## src/rtl/assert_macros.svh

```systemverilog
// Assertion macros shared by the RTL of the triangle split pointer scan.
// Each macro expects signals named clk and rst in the including module.
`ifndef ASSERT_MACROS_SVH
`define ASSERT_MACROS_SVH

// Same-cycle implication, checked outside reset.
`define ASSERT_SAME(lbl, ante, cons, msg) \
  lbl: assert property (@(posedge clk) disable iff (rst) (ante) |-> (cons)) \
    else $error(msg);

// Next-cycle implication, checked outside reset.
`define ASSERT_NEXT(lbl, ante, cons, msg) \
  lbl: assert property (@(posedge clk) disable iff (rst) (ante) |=> (cons)) \
    else $error(msg);

`endif

```

## src/rtl/stps_pkg.sv

```systemverilog
// Shared types and constants for the lower/upper split pointer scan.
// No dependencies; used by stps_classify and sparse_triangle_split_pointers.
package stps_pkg;

  localparam int CountBitsDefault = 31;
  localparam int FIELD_W          = 31;
  localparam int CFG_IDX_W        = 3;
  localparam int IN_DATA_W        = 32;
  localparam int IN_USER_W        = 2;
  localparam int OUT_DATA_W       = 160;

  typedef enum logic [CFG_IDX_W-1:0] {
    REG_DIRECTION_COLUMN    = 3'd0,
    REG_INDEX_BASE          = 3'd1,
    REG_LOWER_DIAG_NON_UNIT = 3'd2,
    REG_UPPER_DIAG_NON_UNIT = 3'd3,
    REG_LOWER_BASE          = 3'd4,
    REG_UPPER_BASE          = 3'd5
  } reg_index_t;

  typedef struct packed {
    logic direction_column;
    logic index_base;
    logic lower_diag_non_unit;
    logic upper_diag_non_unit;
    logic lower_base;
    logic upper_base;
  } cfg_t;

  // Which running count an entry bumps; at most one bit is set.
  typedef struct packed {
    logic inc_lower;
    logic inc_upper;
  } cls_t;

endpackage

```

## src/rtl/sparse_triangle_split_pointers.sv

```systemverilog
// Top level of the lower/upper split pointer scan for compressed sparse matrices.
// Depends on stps_pkg, stps_classify and assert_macros.svh.
//
//   Channel   Dir  Handshake                    Carries
//   s_axis    in   s_axis_tvalid/s_axis_tready  one entry or empty-row marker
//   m_axis    out  m_axis_tvalid/m_axis_tready  row end pointers and totals
//   cfg       in   cfg_valid/cfg_ready          one 1-bit register write
//
// Each input beat is captured in an input register, then classified and
// counted by two compares and two saturating increments, which load the
// result register. A new beat is taken every cycle while the result can drain.
// Reset is synchronous and clears the counters, both valid flags and the
// registers to their defaults. A stalled result holds the input register;
// the input side keeps flowing as long as the result register can drain.
`include "assert_macros.svh"

module sparse_triangle_split_pointers import stps_pkg::*; #(
  parameter int COUNT_BITS = CountBitsDefault
) (
  input  logic                  clk,
  input  logic                  rst,
  // Input stream.
  input  logic                  s_axis_tvalid,
  output logic                  s_axis_tready,
  input  logic [IN_DATA_W-1:0]  s_axis_tdata,   // [30:0] entry_index, [31] zero
  input  logic [IN_USER_W-1:0]  s_axis_tuser,   // [0] has_entry, [1] last_row
  input  logic                  s_axis_tlast,   // row_end
  // Result stream.
  output logic                  m_axis_tvalid,
  input  logic                  m_axis_tready,
  output logic [OUT_DATA_W-1:0] m_axis_tdata,   // [30:0] row_number,
                                                // [61:31] lower_pointer,
                                                // [92:62] upper_pointer,
                                                // [123:93] lower_total,
                                                // [154:124] upper_total,
                                                // [159:155] zero
  output logic                  m_axis_tuser,   // [0] config_error
  output logic                  m_axis_tlast,   // matrix_done
  // Configuration writes.
  input  logic                  cfg_valid,
  output logic                  cfg_ready,
  input  logic [CFG_IDX_W-1:0]  cfg_index,
  input  logic                  cfg_data
);

  localparam logic [COUNT_BITS-1:0] CntOne = COUNT_BITS'(1);

  // Configuration registers.
  cfg_t cfg;

  // Input register.
  logic               s1_valid;
  logic [FIELD_W-1:0] s1_index;
  logic               s1_has_entry;
  logic               s1_row_end;
  logic               s1_last_row;

  // Scan state.
  logic [COUNT_BITS-1:0] row_counter;
  logic [COUNT_BITS-1:0] lower_running;
  logic [COUNT_BITS-1:0] upper_running;
  logic [COUNT_BITS-1:0] row_counter_next;
  logic [COUNT_BITS-1:0] lower_running_next;
  logic [COUNT_BITS-1:0] upper_running_next;

  // Result register.
  logic               out_valid;
  logic [FIELD_W-1:0] row_number;
  logic [FIELD_W-1:0] lower_pointer;
  logic [FIELD_W-1:0] upper_pointer;
  logic [FIELD_W-1:0] lower_total;
  logic [FIELD_W-1:0] upper_total;
  logic               config_error;
  logic               matrix_done;

  logic                  advance;
  cls_t                  cls;
  logic [COUNT_BITS-1:0] lower_count;
  logic [COUNT_BITS-1:0] upper_count;
  logic [COUNT_BITS:0]   lower_sum;
  logic [COUNT_BITS:0]   upper_sum;
  logic [COUNT_BITS-1:0] lower_ptr;
  logic [COUNT_BITS-1:0] upper_ptr;

  // The input register moves on whenever the result register is free or
  // is being emptied in this cycle, whether or not the beat closes a row.
  assign advance       = s1_valid && (!out_valid || m_axis_tready);
  assign s_axis_tready = !s1_valid || advance;
  assign cfg_ready     = 1'b1;

  always_ff @(posedge clk) begin
    if (rst) begin
      cfg <= '{direction_column: 1'b0, index_base: 1'b0, lower_diag_non_unit: 1'b0,
               upper_diag_non_unit: 1'b1, lower_base: 1'b0, upper_base: 1'b0};
    end else if (cfg_valid) begin
      case (cfg_index)
        REG_DIRECTION_COLUMN:    cfg.direction_column    <= cfg_data;
        REG_INDEX_BASE:          cfg.index_base          <= cfg_data;
        REG_LOWER_DIAG_NON_UNIT: cfg.lower_diag_non_unit <= cfg_data;
        REG_UPPER_DIAG_NON_UNIT: cfg.upper_diag_non_unit <= cfg_data;
        REG_LOWER_BASE:          cfg.lower_base          <= cfg_data;
        REG_UPPER_BASE:          cfg.upper_base          <= cfg_data;
        default: ;  // writes beyond the register list are dropped
      endcase
    end
  end

  always_ff @(posedge clk) begin
    if (rst) begin
      s1_valid <= 1'b0;
    end else if (s_axis_tready) begin
      s1_valid <= s_axis_tvalid;
    end
  end

  always_ff @(posedge clk) begin
    if (s_axis_tvalid && s_axis_tready) begin
      s1_index     <= s_axis_tdata[FIELD_W-1:0];
      s1_has_entry <= s_axis_tuser[0];
      s1_row_end   <= s_axis_tlast;
      s1_last_row  <= s_axis_tuser[1];
    end
  end

  stps_classify #(
    .COUNT_BITS (COUNT_BITS)
  ) u_classify (
    .cfg         (cfg),
    .row_counter (row_counter),
    .entry_index (s1_index),
    .has_entry   (s1_has_entry),
    .cls         (cls)
  );

  // Counts stop at all ones. The entry of a beat is counted before the
  // row result of the same beat is formed.
  assign lower_count = (cls.inc_lower && !(&lower_running)) ? lower_running + CntOne
                                                             : lower_running;
  assign upper_count = (cls.inc_upper && !(&upper_running)) ? upper_running + CntOne
                                                             : upper_running;

  assign lower_sum = {1'b0, lower_count} + (COUNT_BITS + 1)'(cfg.lower_base);
  assign upper_sum = {1'b0, upper_count} + (COUNT_BITS + 1)'(cfg.upper_base);
  assign lower_ptr = lower_sum[COUNT_BITS] ? '1 : lower_sum[COUNT_BITS-1:0];
  assign upper_ptr = upper_sum[COUNT_BITS] ? '1 : upper_sum[COUNT_BITS-1:0];

  always_comb begin
    row_counter_next   = row_counter;
    lower_running_next = lower_count;
    upper_running_next = upper_count;
    if (s1_row_end) begin
      if (s1_last_row) begin
        row_counter_next   = '0;
        lower_running_next = '0;
        upper_running_next = '0;
      end else if (!(&row_counter)) begin
        row_counter_next = row_counter + CntOne;
      end
    end
  end

  always_ff @(posedge clk) begin
    if (rst) begin
      row_counter   <= '0;
      lower_running <= '0;
      upper_running <= '0;
    end else if (advance) begin
      row_counter   <= row_counter_next;
      lower_running <= lower_running_next;
      upper_running <= upper_running_next;
    end
  end

  always_ff @(posedge clk) begin
    if (rst) begin
      out_valid <= 1'b0;
    end else if (advance) begin
      out_valid <= s1_row_end;
    end else if (m_axis_tready) begin
      out_valid <= 1'b0;
    end
  end

  always_ff @(posedge clk) begin
    if (advance && s1_row_end) begin
      row_number    <= FIELD_W'(row_counter);
      lower_pointer <= FIELD_W'(lower_ptr);
      upper_pointer <= FIELD_W'(upper_ptr);
      lower_total   <= FIELD_W'(lower_count);
      upper_total   <= FIELD_W'(upper_count);
      config_error  <= cfg.lower_diag_non_unit && cfg.upper_diag_non_unit;
      matrix_done   <= s1_last_row;
    end
  end

  assign m_axis_tvalid = out_valid;
  assign m_axis_tdata  = {(OUT_DATA_W - 5 * FIELD_W)'(0), upper_total, lower_total,
                          upper_pointer, lower_pointer, row_number};
  assign m_axis_tuser  = config_error;
  assign m_axis_tlast  = matrix_done;

  // An entry is never counted into both parts.
  `ASSERT_SAME(a_one_part, s1_valid, !(cls.inc_lower && cls.inc_upper),
               "entry counted into both parts")
  // Closing the last row brings every counter back to zero.
  `ASSERT_NEXT(a_last_clears, advance && s1_row_end && s1_last_row,
               row_counter == '0 && lower_running == '0 && upper_running == '0,
               "counters not cleared after last row")
  // A beat that closes a row always leaves a result behind.
  `ASSERT_NEXT(a_row_result, advance && s1_row_end, out_valid,
               "row end produced no result")
  // A beat that closes no row leaves the row counter alone.
  `ASSERT_NEXT(a_row_hold, advance && !s1_row_end, $stable(row_counter),
               "row counter moved without a row end")

endmodule

```

## src/rtl/stps_classify.sv

```systemverilog
// Sorts one entry into the lower part, the upper part, or neither.
// Depends on stps_pkg for the configuration and result structs.
module stps_classify import stps_pkg::*; #(
  parameter int COUNT_BITS = CountBitsDefault
) (
  input  cfg_t                  cfg,
  input  logic [COUNT_BITS-1:0] row_counter,
  input  logic [FIELD_W-1:0]    entry_index,
  input  logic                  has_entry,
  output cls_t                  cls
);

  // One spare bit so the row plus index base never wraps.
  localparam int CmpW = ((COUNT_BITS > FIELD_W) ? COUNT_BITS : FIELD_W) + 1;

  logic [CmpW-1:0] row_ix;
  logic [CmpW-1:0] key;
  logic            below;
  logic            above;

  assign row_ix = CmpW'(row_counter) + CmpW'(cfg.index_base);
  assign key    = CmpW'(entry_index);
  assign below  = key < row_ix;
  assign above  = key > row_ix;

  always_comb begin
    cls = '0;
    if (has_entry) begin
      if (below) begin
        if (cfg.direction_column) cls.inc_upper = 1'b1;
        else cls.inc_lower = 1'b1;
      end else if (above) begin
        if (cfg.direction_column) cls.inc_lower = 1'b1;
        else cls.inc_upper = 1'b1;
      end else if (cfg.direction_column) begin
        // Diagonal, column grouping: the upper part has first claim.
        if (cfg.upper_diag_non_unit) cls.inc_upper = 1'b1;
        else if (cfg.lower_diag_non_unit) cls.inc_lower = 1'b1;
      end else begin
        // Diagonal, row grouping: the lower part has first claim.
        if (cfg.lower_diag_non_unit) cls.inc_lower = 1'b1;
        else if (cfg.upper_diag_non_unit) cls.inc_upper = 1'b1;
      end
    end
  end

endmodule
```

## config.mk

```make
export PLATFORM = sky130hd
export DESIGN_NAME = sparse_triangle_split_pointers
export DESIGN_NICKNAME = d
export VERILOG_FILES = /design/src/rtl/stps_pkg.sv /design/src/rtl/sparse_triangle_split_pointers.sv /design/src/rtl/stps_classify.sv
export VERILOG_INCLUDE_DIRS = /design/src /design/src/rtl
export SDC_FILE = /design/constraint.sdc
export NUM_CORES = 1
export LEC_CHECK = 0
export ABC_AREA = 1
export BUFFER_PORTS_ARGS = -buffer_cell sky130_fd_sc_hd__buf_2
export CAP_MARGIN = 10
export CORE_UTILIZATION = 60
export CTS_BUF_LIST = sky130_fd_sc_hd__clkbuf_8
export DETAILED_ROUTE_END_ITERATION = 6
export GPL_ROUTABILITY_DRIVEN = 1
export GPL_TIMING_DRIVEN = 1
export PLACE_DENSITY = 0.9
export SYNTH_ARGS = -nofsm -noshare
export SYNTH_HDL_FRONTEND = slang
export SYNTH_SLANG_ARGS = --single-unit
```

## constraint.sdc

```tcl
create_clock -name clk -period 14.1 [get_ports clk]
set_clock_uncertainty 0.2 [all_clocks]
set_input_delay 0 -clock clk [delete_from_list [all_inputs] [get_ports clk]]
set_output_delay 0 -clock clk [all_outputs]
set_load 0.01 [all_outputs]
```

### Yosys cells after proc, flatten, opt, wreduce, memory -nomap -nowiden

Cells that the tools add are included.

| word-level totals | value |
|---|---|
| flip-flop bits (word level) | 292 |
| input port bits | 44 |
| output and inout bits | 165 |

| operators by class | value |
|---|---|
| add/sub/neg operators | 6 |
| order comparisons | 2 |
| equality and inequality tests | 6 |
| muxes and demuxes | 20 |
| reduce and logical (&&, ||, !) cells | 24 |

Operator list:

| operator | count |
|---|---|
| two-way mux 31 bit | 8 |
| adder 31 x 1 -> 32 bit | 3 |
| adder 31 x 1 -> 31 bit, second input constant | 3 |
| AND reduction 31 bit | 3 |
| > comparator 31 x 32 -> 1 bit | 1 |
| < comparator 31 x 32 -> 1 bit | 1 |
| AND reduction 2 bit | 6 |
| two-way mux 1 bit | 8 |
| two-way mux 2 bit | 4 |
| equality test 3 x 2 -> 1 bit, second input constant | 2 |
| equality test 3 bit, second input constant | 2 |
| logical AND 1 bit | 6 |
| zero test 1 bit | 4 |
| equality test 3 x 1 -> 1 bit, second input constant | 1 |
| zero test 3 bit | 1 |
| AND reduction 3 bit | 1 |
| logical OR 1 bit | 2 |
| != test 2 bit, second input constant | 1 |
| nonzero test 2 bit | 1 |

### Longest topological paths before layout

| logic depth | value |
|---|---|
| word-level depth | 10 |
| depth in mapped cells | 34 |

### Modules after synthesis

A second synthesis with hierarchy kept.

| unflattened totals | value |
|---|---|
| cells, all modules | 2332 |
| area, all modules | 17589.4 um^2 |

Modules (own cells, without submodules):

| module | instances | cells an instance | area an instance (um^2) |
|---|---|---|---|
| sparse_triangle_split_pointers | 1 | 2109 | 16176.8 |
| stps_classify | 1 | 223 | 1412.6 |

### Worst setup path after synthesis

No wires, ideal clock.

| timing path | value |
|---|---|
| path type | register to register |
| from | reg out_valid, in the netlist m_axis_tvalid |
| to | reg row_counter[27] |
| setup time | 119 ps |
| arrival | 9770 ps |
| slack | 4010 ps |
| cell stages (with the launch flop) | 15 |
| path buffers | 0 |
| period minus slack after synthesis | 10090 ps |
| path through | dfxtp_1 nand2_1 nand2_1 nor2_1 nand2_1 nor3_1 nand2_1 nor2_1 nand2_1 nor2_1 nand2_1 nor2_1 nand2_1 o21ai_0 a21oi_1 |

| between the ends | value |
|---|---|
| longest elaborated chain between the ends | 4 |

Ends and longest elaborated chain:

| element | line | source |
|---|---|---|
| start, declared | sparse_triangle_split_pointers.sv:67 | `logic out_valid;` |
| start signal, assigned | sparse_triangle_split_pointers.sv:178 | `out_valid <= s1_row_end;` |
| zero test 1 bit | sparse_triangle_split_pointers.sv:87 | `assign advance = s1_valid && (!out_valid \|\| m_axis_tready);` |
| logical OR 1 bit | sparse_triangle_split_pointers.sv:87 |  |
| logical AND 1 bit | sparse_triangle_split_pointers.sv:87 |  |
| AND reduction 3 bit (no line) | n/a |  |
| end signal, assigned | sparse_triangle_split_pointers.sv:168 | `row_counter <= row_counter_next;` |
| end, declared | sparse_triangle_split_pointers.sv:59 | `logic [COUNT_BITS-1:0] row_counter;` |

Every way passes these cells.
A chain may end at the register's enable or synchronous reset.

### Worst setup path in the final report

| timing path | value |
|---|---|
| from | reg row_counter[0] |
| to | reg upper_pointer[0], data pin |

| between the ends | value |
|---|---|
| longest elaborated chain between the ends | 8 |
| elaborated cells on any way between the ends | 9 |
| classes of those cells | add/sub (2); order compare (2); mux (4); reduce/logical (1) |

Ends and longest elaborated chain:

| element | line | source |
|---|---|---|
| adder 31 x 1 -> 32 bit * | stps_classify.sv:21 | `assign row_ix = CmpW'(row_counter) + CmpW'(cfg.index_base);` |
| > comparator 31 x 32 -> 1 bit | stps_classify.sv:24 | `assign above = key > row_ix;` |
| two-way mux 2 bit | stps_classify.sv:32 | `end else if (above) begin` |
| two-way mux 2 bit * | stps_classify.sv:29 | `if (below) begin` |
| two-way mux 2 bit * | stps_classify.sv:28 | `if (has_entry) begin` |
| logical AND 1 bit * | sparse_triangle_split_pointers.sv:139 | `assign upper_count = (cls.inc_upper && !(&upper_running)) ? upper_running + CntOne` |
| two-way mux 31 bit * | sparse_triangle_split_pointers.sv:139 |  |
| net upper_count[0] | sparse_triangle_split_pointers.sv:79 | `logic [COUNT_BITS-1:0] upper_count;` |
| adder 31 x 1 -> 32 bit * | sparse_triangle_split_pointers.sv:143 | `assign upper_sum = {1'b0, upper_count} + (COUNT_BITS + 1)'(cfg.upper_base);` |
| end signal, assigned | sparse_triangle_split_pointers.sv:188 | `upper_pointer <= FIELD_W'(upper_ptr);` |
| end, declared | sparse_triangle_split_pointers.sv:70 | `logic [FIELD_W-1:0] upper_pointer;` |

Mark *: on every way through the listed nets, which the timed path passes. The rest lies on a longest branch.

==> impl_metrics.toml <==
[run_status]
outcome = "finished clean"

[setup_path]
r2r_setup_slack_ps = 6700
crit-reg2reg-launch = "row_counter[0]$_SDFFE_PP0P_"
rr_endpoint = "upper_pointer[0]$_SDFFCE_PP1P_"
cp_slowest_stage_delay_ps = 610
cp.arrival_ps = 7600
path_class = "reg2reg"
cp_slowest_cell = "nand3_2"
worstPathRequired_ps = 14290
cp_max_fo = 34
critPathLaunchType = "flop"
worst_r2r_path_depth = 28
critPathCaptureType = "flop"
crit_top_cell = "nand2_1"
cp_top_family = "simple AND/OR/NAND/NOR gates"
crit_buf_inv = 4
crit_start = "row_counter[0]$_SDFFE_PP0P_"

[sta]
period_needed_ps = 7400
worst_pin_slew_ps = 1030
setup_ws_ps = 6700
finalSetupTns_ps = 0
hold_violations = 0
max_freq_mhz = 135
setup_viol = 0
drv_slew = 0
finalCritPeriodShare = 0.525
rsz0062_at_grt = "false"
slew_headroom = 0.313

[synth]
yosys.area.top_type = "edfxtp_1"
syn_inst = 2057
syn_area_sq_um = 16300
synthDominantCellAreaShare = 0.352
synthFlopType = "edfxtp_1"
yosys_warnings = 0
syn_avg_cell_area_sq_um = 7.93
ys_seq_area_frac = 0.476
synthDistinctLibCells = 41
synth_edf_count = 191
async_reset_ff_frac = 0
ys_top_cells_by_area = "edfxtp_1 35%, nand2_1 14%, dfxtp_1 12%, inv_1 5.7%, nor2_1 5.1%"
ys_ff_latch = 292

[global_routing]
grt_max_degree = 84
grt_pass1_wl_mm = 81.2
grtUsageTotal = 0.372
overflow = 0
grt_pass1_vias = 15100
antenna_found_initial = 1

[layout]
drive_gt1_frac = 0.145
fin_nets = 2433
area_growth_pct = 18.6
fill_cells = 2003

[place]
gp_congestion = 0.959
port_buffers = 201
dp_hpwl_mm = 35.2
pre_cts_ws_ps = 7150

[clock_network]
post_cts_resized = 0
clk_pin_slew_ps = 70
cts_htree_levels = 2
cts_buffers = 48
clk_latency_ps = 580
clkSinkCount = 292
cts_tree = "yes"
cts_root_buf = "clkbuf_8"
cts_setup_buffers = 0
cts_hold_buf = 84
clock_path_buffers = 3

[route]
firstDrtPassIters = 6
vias_per_cell = 5.87
wl_met1_mm = 19.4
ant_nets = 0
routedWlPerCell_microns = 19.4
top_layer = "met4"
wl_met3_mm = 5.29
drt_iter0_markers = 2133
drcViolationCount = 0
met2WireLength_mm = 25.0
vias = 16000
routed_wl_mm = 52.7

[die]
start_util = 0.619
io_pins = 209
core_sq_um = 26400
die-width_microns = 167
die_h_microns = 167
dieArea_sq_um = 27800
fp-row-count = 59

[power_and_ir_drop]
leakagePower_nw = 7.99
peakVddDrop_mv = 0.0887
p_per_area_nw_per_um2 = 99.1

[hold_path]
hp-class = "in2reg"
hold_depth = 4
min_from = "cfg_data"
worstHoldEndpoint = "cfg[4]$_SDFFE_PP0P_"

[flow_run]
max-cap-violations = 0
metal layers:
layer  global-route usage  up-vias
li1                     -     7352
met3               0.0532      251
met2                0.638     1122
met4                0.179        0
met1                0.462     7258
met5                    0        -
sequential cells by signal (all words and copies together), names as in the netlist, 31 cells and up:
signal	cells
s1_index	31
upper_running	31
upper_pointer	31
lower_total	31
row_number	31
row_counter	31
lower_pointer	31
lower_running	31
upper_total	31
worst reg2reg max path, delay by kind of cell (launching register included):
family	cells	cell delay [ps]
buffers and inverters	4	360
and+or+nand+nor	18	4480
adders and majority gates	4	1010
xor gates and xnor gates	2	760
DFF	1	390
worst max path at each step:
stage / endpoint / slack [ps] / depth (start not counted)
6_report: upper_pointer[0]$_SDFFCE_PP1P_ / 6700 / 28
5_1_grt: lower_pointer[2]$_SDFFCE_PP1P_ / 6270 / 28
4_1_cts: lower_pointer[2]$_SDFFCE_PP1P_ / 7140 / 27
3_5_place_dp: lower_pointer[27]$_SDFFCE_PP1P_ / 7150 / 27
3_3_place_gp: lower_pointer[19]$_SDFFCE_PP1P_ / 7320 / 27
2_1_floorplan: row_counter[27]$_SDFFE_PP0P_ / 4010 / 14
power by group:
group / internal [mW] / total (mW) / switching (mW)
sequential: 0.942 / 0.957 / 0.0142
combinational: 0.0674 / 0.212 / 0.145
clock: 0.397 / 0.748 / 0.351
total: 1.41 / 1.92 / 0.509
cell usage in the layout (no fill, tap or decap), types with 2 or more instances in the layout:
cell type / n
xnor2_1: 5
o21ai_2: 2
ha_1: 40
clkinv_2: 3
inv_1: 265
nor4_1: 19
bufinv_16: 2
dfxtp_1: 101
a311oi_1: 2
nor2_2: 12
nand2_4: 4
or2_2: 2
nor3_2: 3
nand2_2: 12
nor3_1: 48
o21bai_1: 2
nand4_1: 90
nand3_2: 19
clkbuf_8: 56
nor2_4: 5
inv_2: 10
nor2_1: 220
a21oi_1: 111
o21a_1: 2
xor2_1: 82
edfxtp_1: 191
nand2_1: 597
conb_1: 6
buf_4: 7
dlygate4sd3_1: 84
buf_2: 201
a22oi_1: 2
nand3_1: 103
nor3b_1: 2
o21ai_1: 7
clkinv_1: 7
o21ai_0: 52
cells by family (layout without fill, tap and decap cells):
logic type	count (synthesis)	in the layout	synth area share
AO/OA/AOI/OAI	184	184	0.0594
XOR/XNOR	87	87	0.0467
adder cells (fa/ha/maj)	40	40	0.0307
buffers and inverters	313	637	0.0774
flip-flops	292	292	0.476
other	2	7	0.000461
AND/OR/NAND/NOR	1139	1139	0.309
synthesized netlist by cell type (2+ instances only):
| library cell | number |
|---|---|
| or2_2 | 2 |
| nand2_4 | 4 |
| dfxtp_1 | 101 |
| nand3_2 | 19 |
| nor3b_1 | 2 |
| nor2_4 | 4 |
| nand3_1 | 103 |
| nand2_2 | 11 |
| inv_2 | 10 |
| o21ai_1 | 7 |
| o21ai_2 | 2 |
| a22oi_1 | 2 |
| xor2_1 | 82 |
| buf_6 | 6 |
| nor3_1 | 48 |
| edfxtp_1 | 191 |
| buf_4 | 8 |
| o21a_1 | 2 |
| nor2_1 | 221 |
| nor2_2 | 12 |
| nor4_1 | 19 |
| conb_1 | 2 |
| buf_1 | 4 |
| a21oi_1 | 112 |
| o21bai_1 | 2 |
| nand2_1 | 598 |
| xnor2_1 | 5 |
| nand4_1 | 90 |
| inv_1 | 248 |
| ha_1 | 40 |
| clkbuf_1 | 27 |
| buf_2 | 10 |
| a311oi_1 | 2 |
| o21ai_0 | 52 |
| nor3_2 | 3 |
per-stage QoR:
| step | cells | power, mW | hold slack (ps) | instance area (sq um) | utilization |
|---|---|---|---|---|---|
| detailed placement | 2549 | 1.15 | -21.9 | 17500 | 0.665 |
| global placement | 2549 | 1.15 | -23.4 | 17500 | 0.665 |
| CTS | 2719 | 1.90 | 147 | 19300 | 0.733 |
| global route | 2721 | 1.98 | 213 | 19300 | 0.734 |
| finish | 2721 | 1.92 | 191 | 19300 | 0.734 |
| floorplan | 2061 | 1.09 | -101 | 16300 | - |
layout make-up:
| type | instances | area, sq um | area share |
|---|---|---|---|
| antenna | 1 | 2.50 | 0.000129 |
| clock buffer | 56 | 771 | 0.0399 |
| clock inverter | 30 | 176 | 0.00912 |
| inverter | 258 | 968 | 0.0501 |
| multi-input combinational | 1456 | 7320 | 0.378 |
| sequential | 292 | 7760 | 0.401 |
| tap | 335 | 419 | 0.0217 |
| timing repair buffer | 293 | 1930 | 0.0996 |
Power figures use the tool's default switching activity.
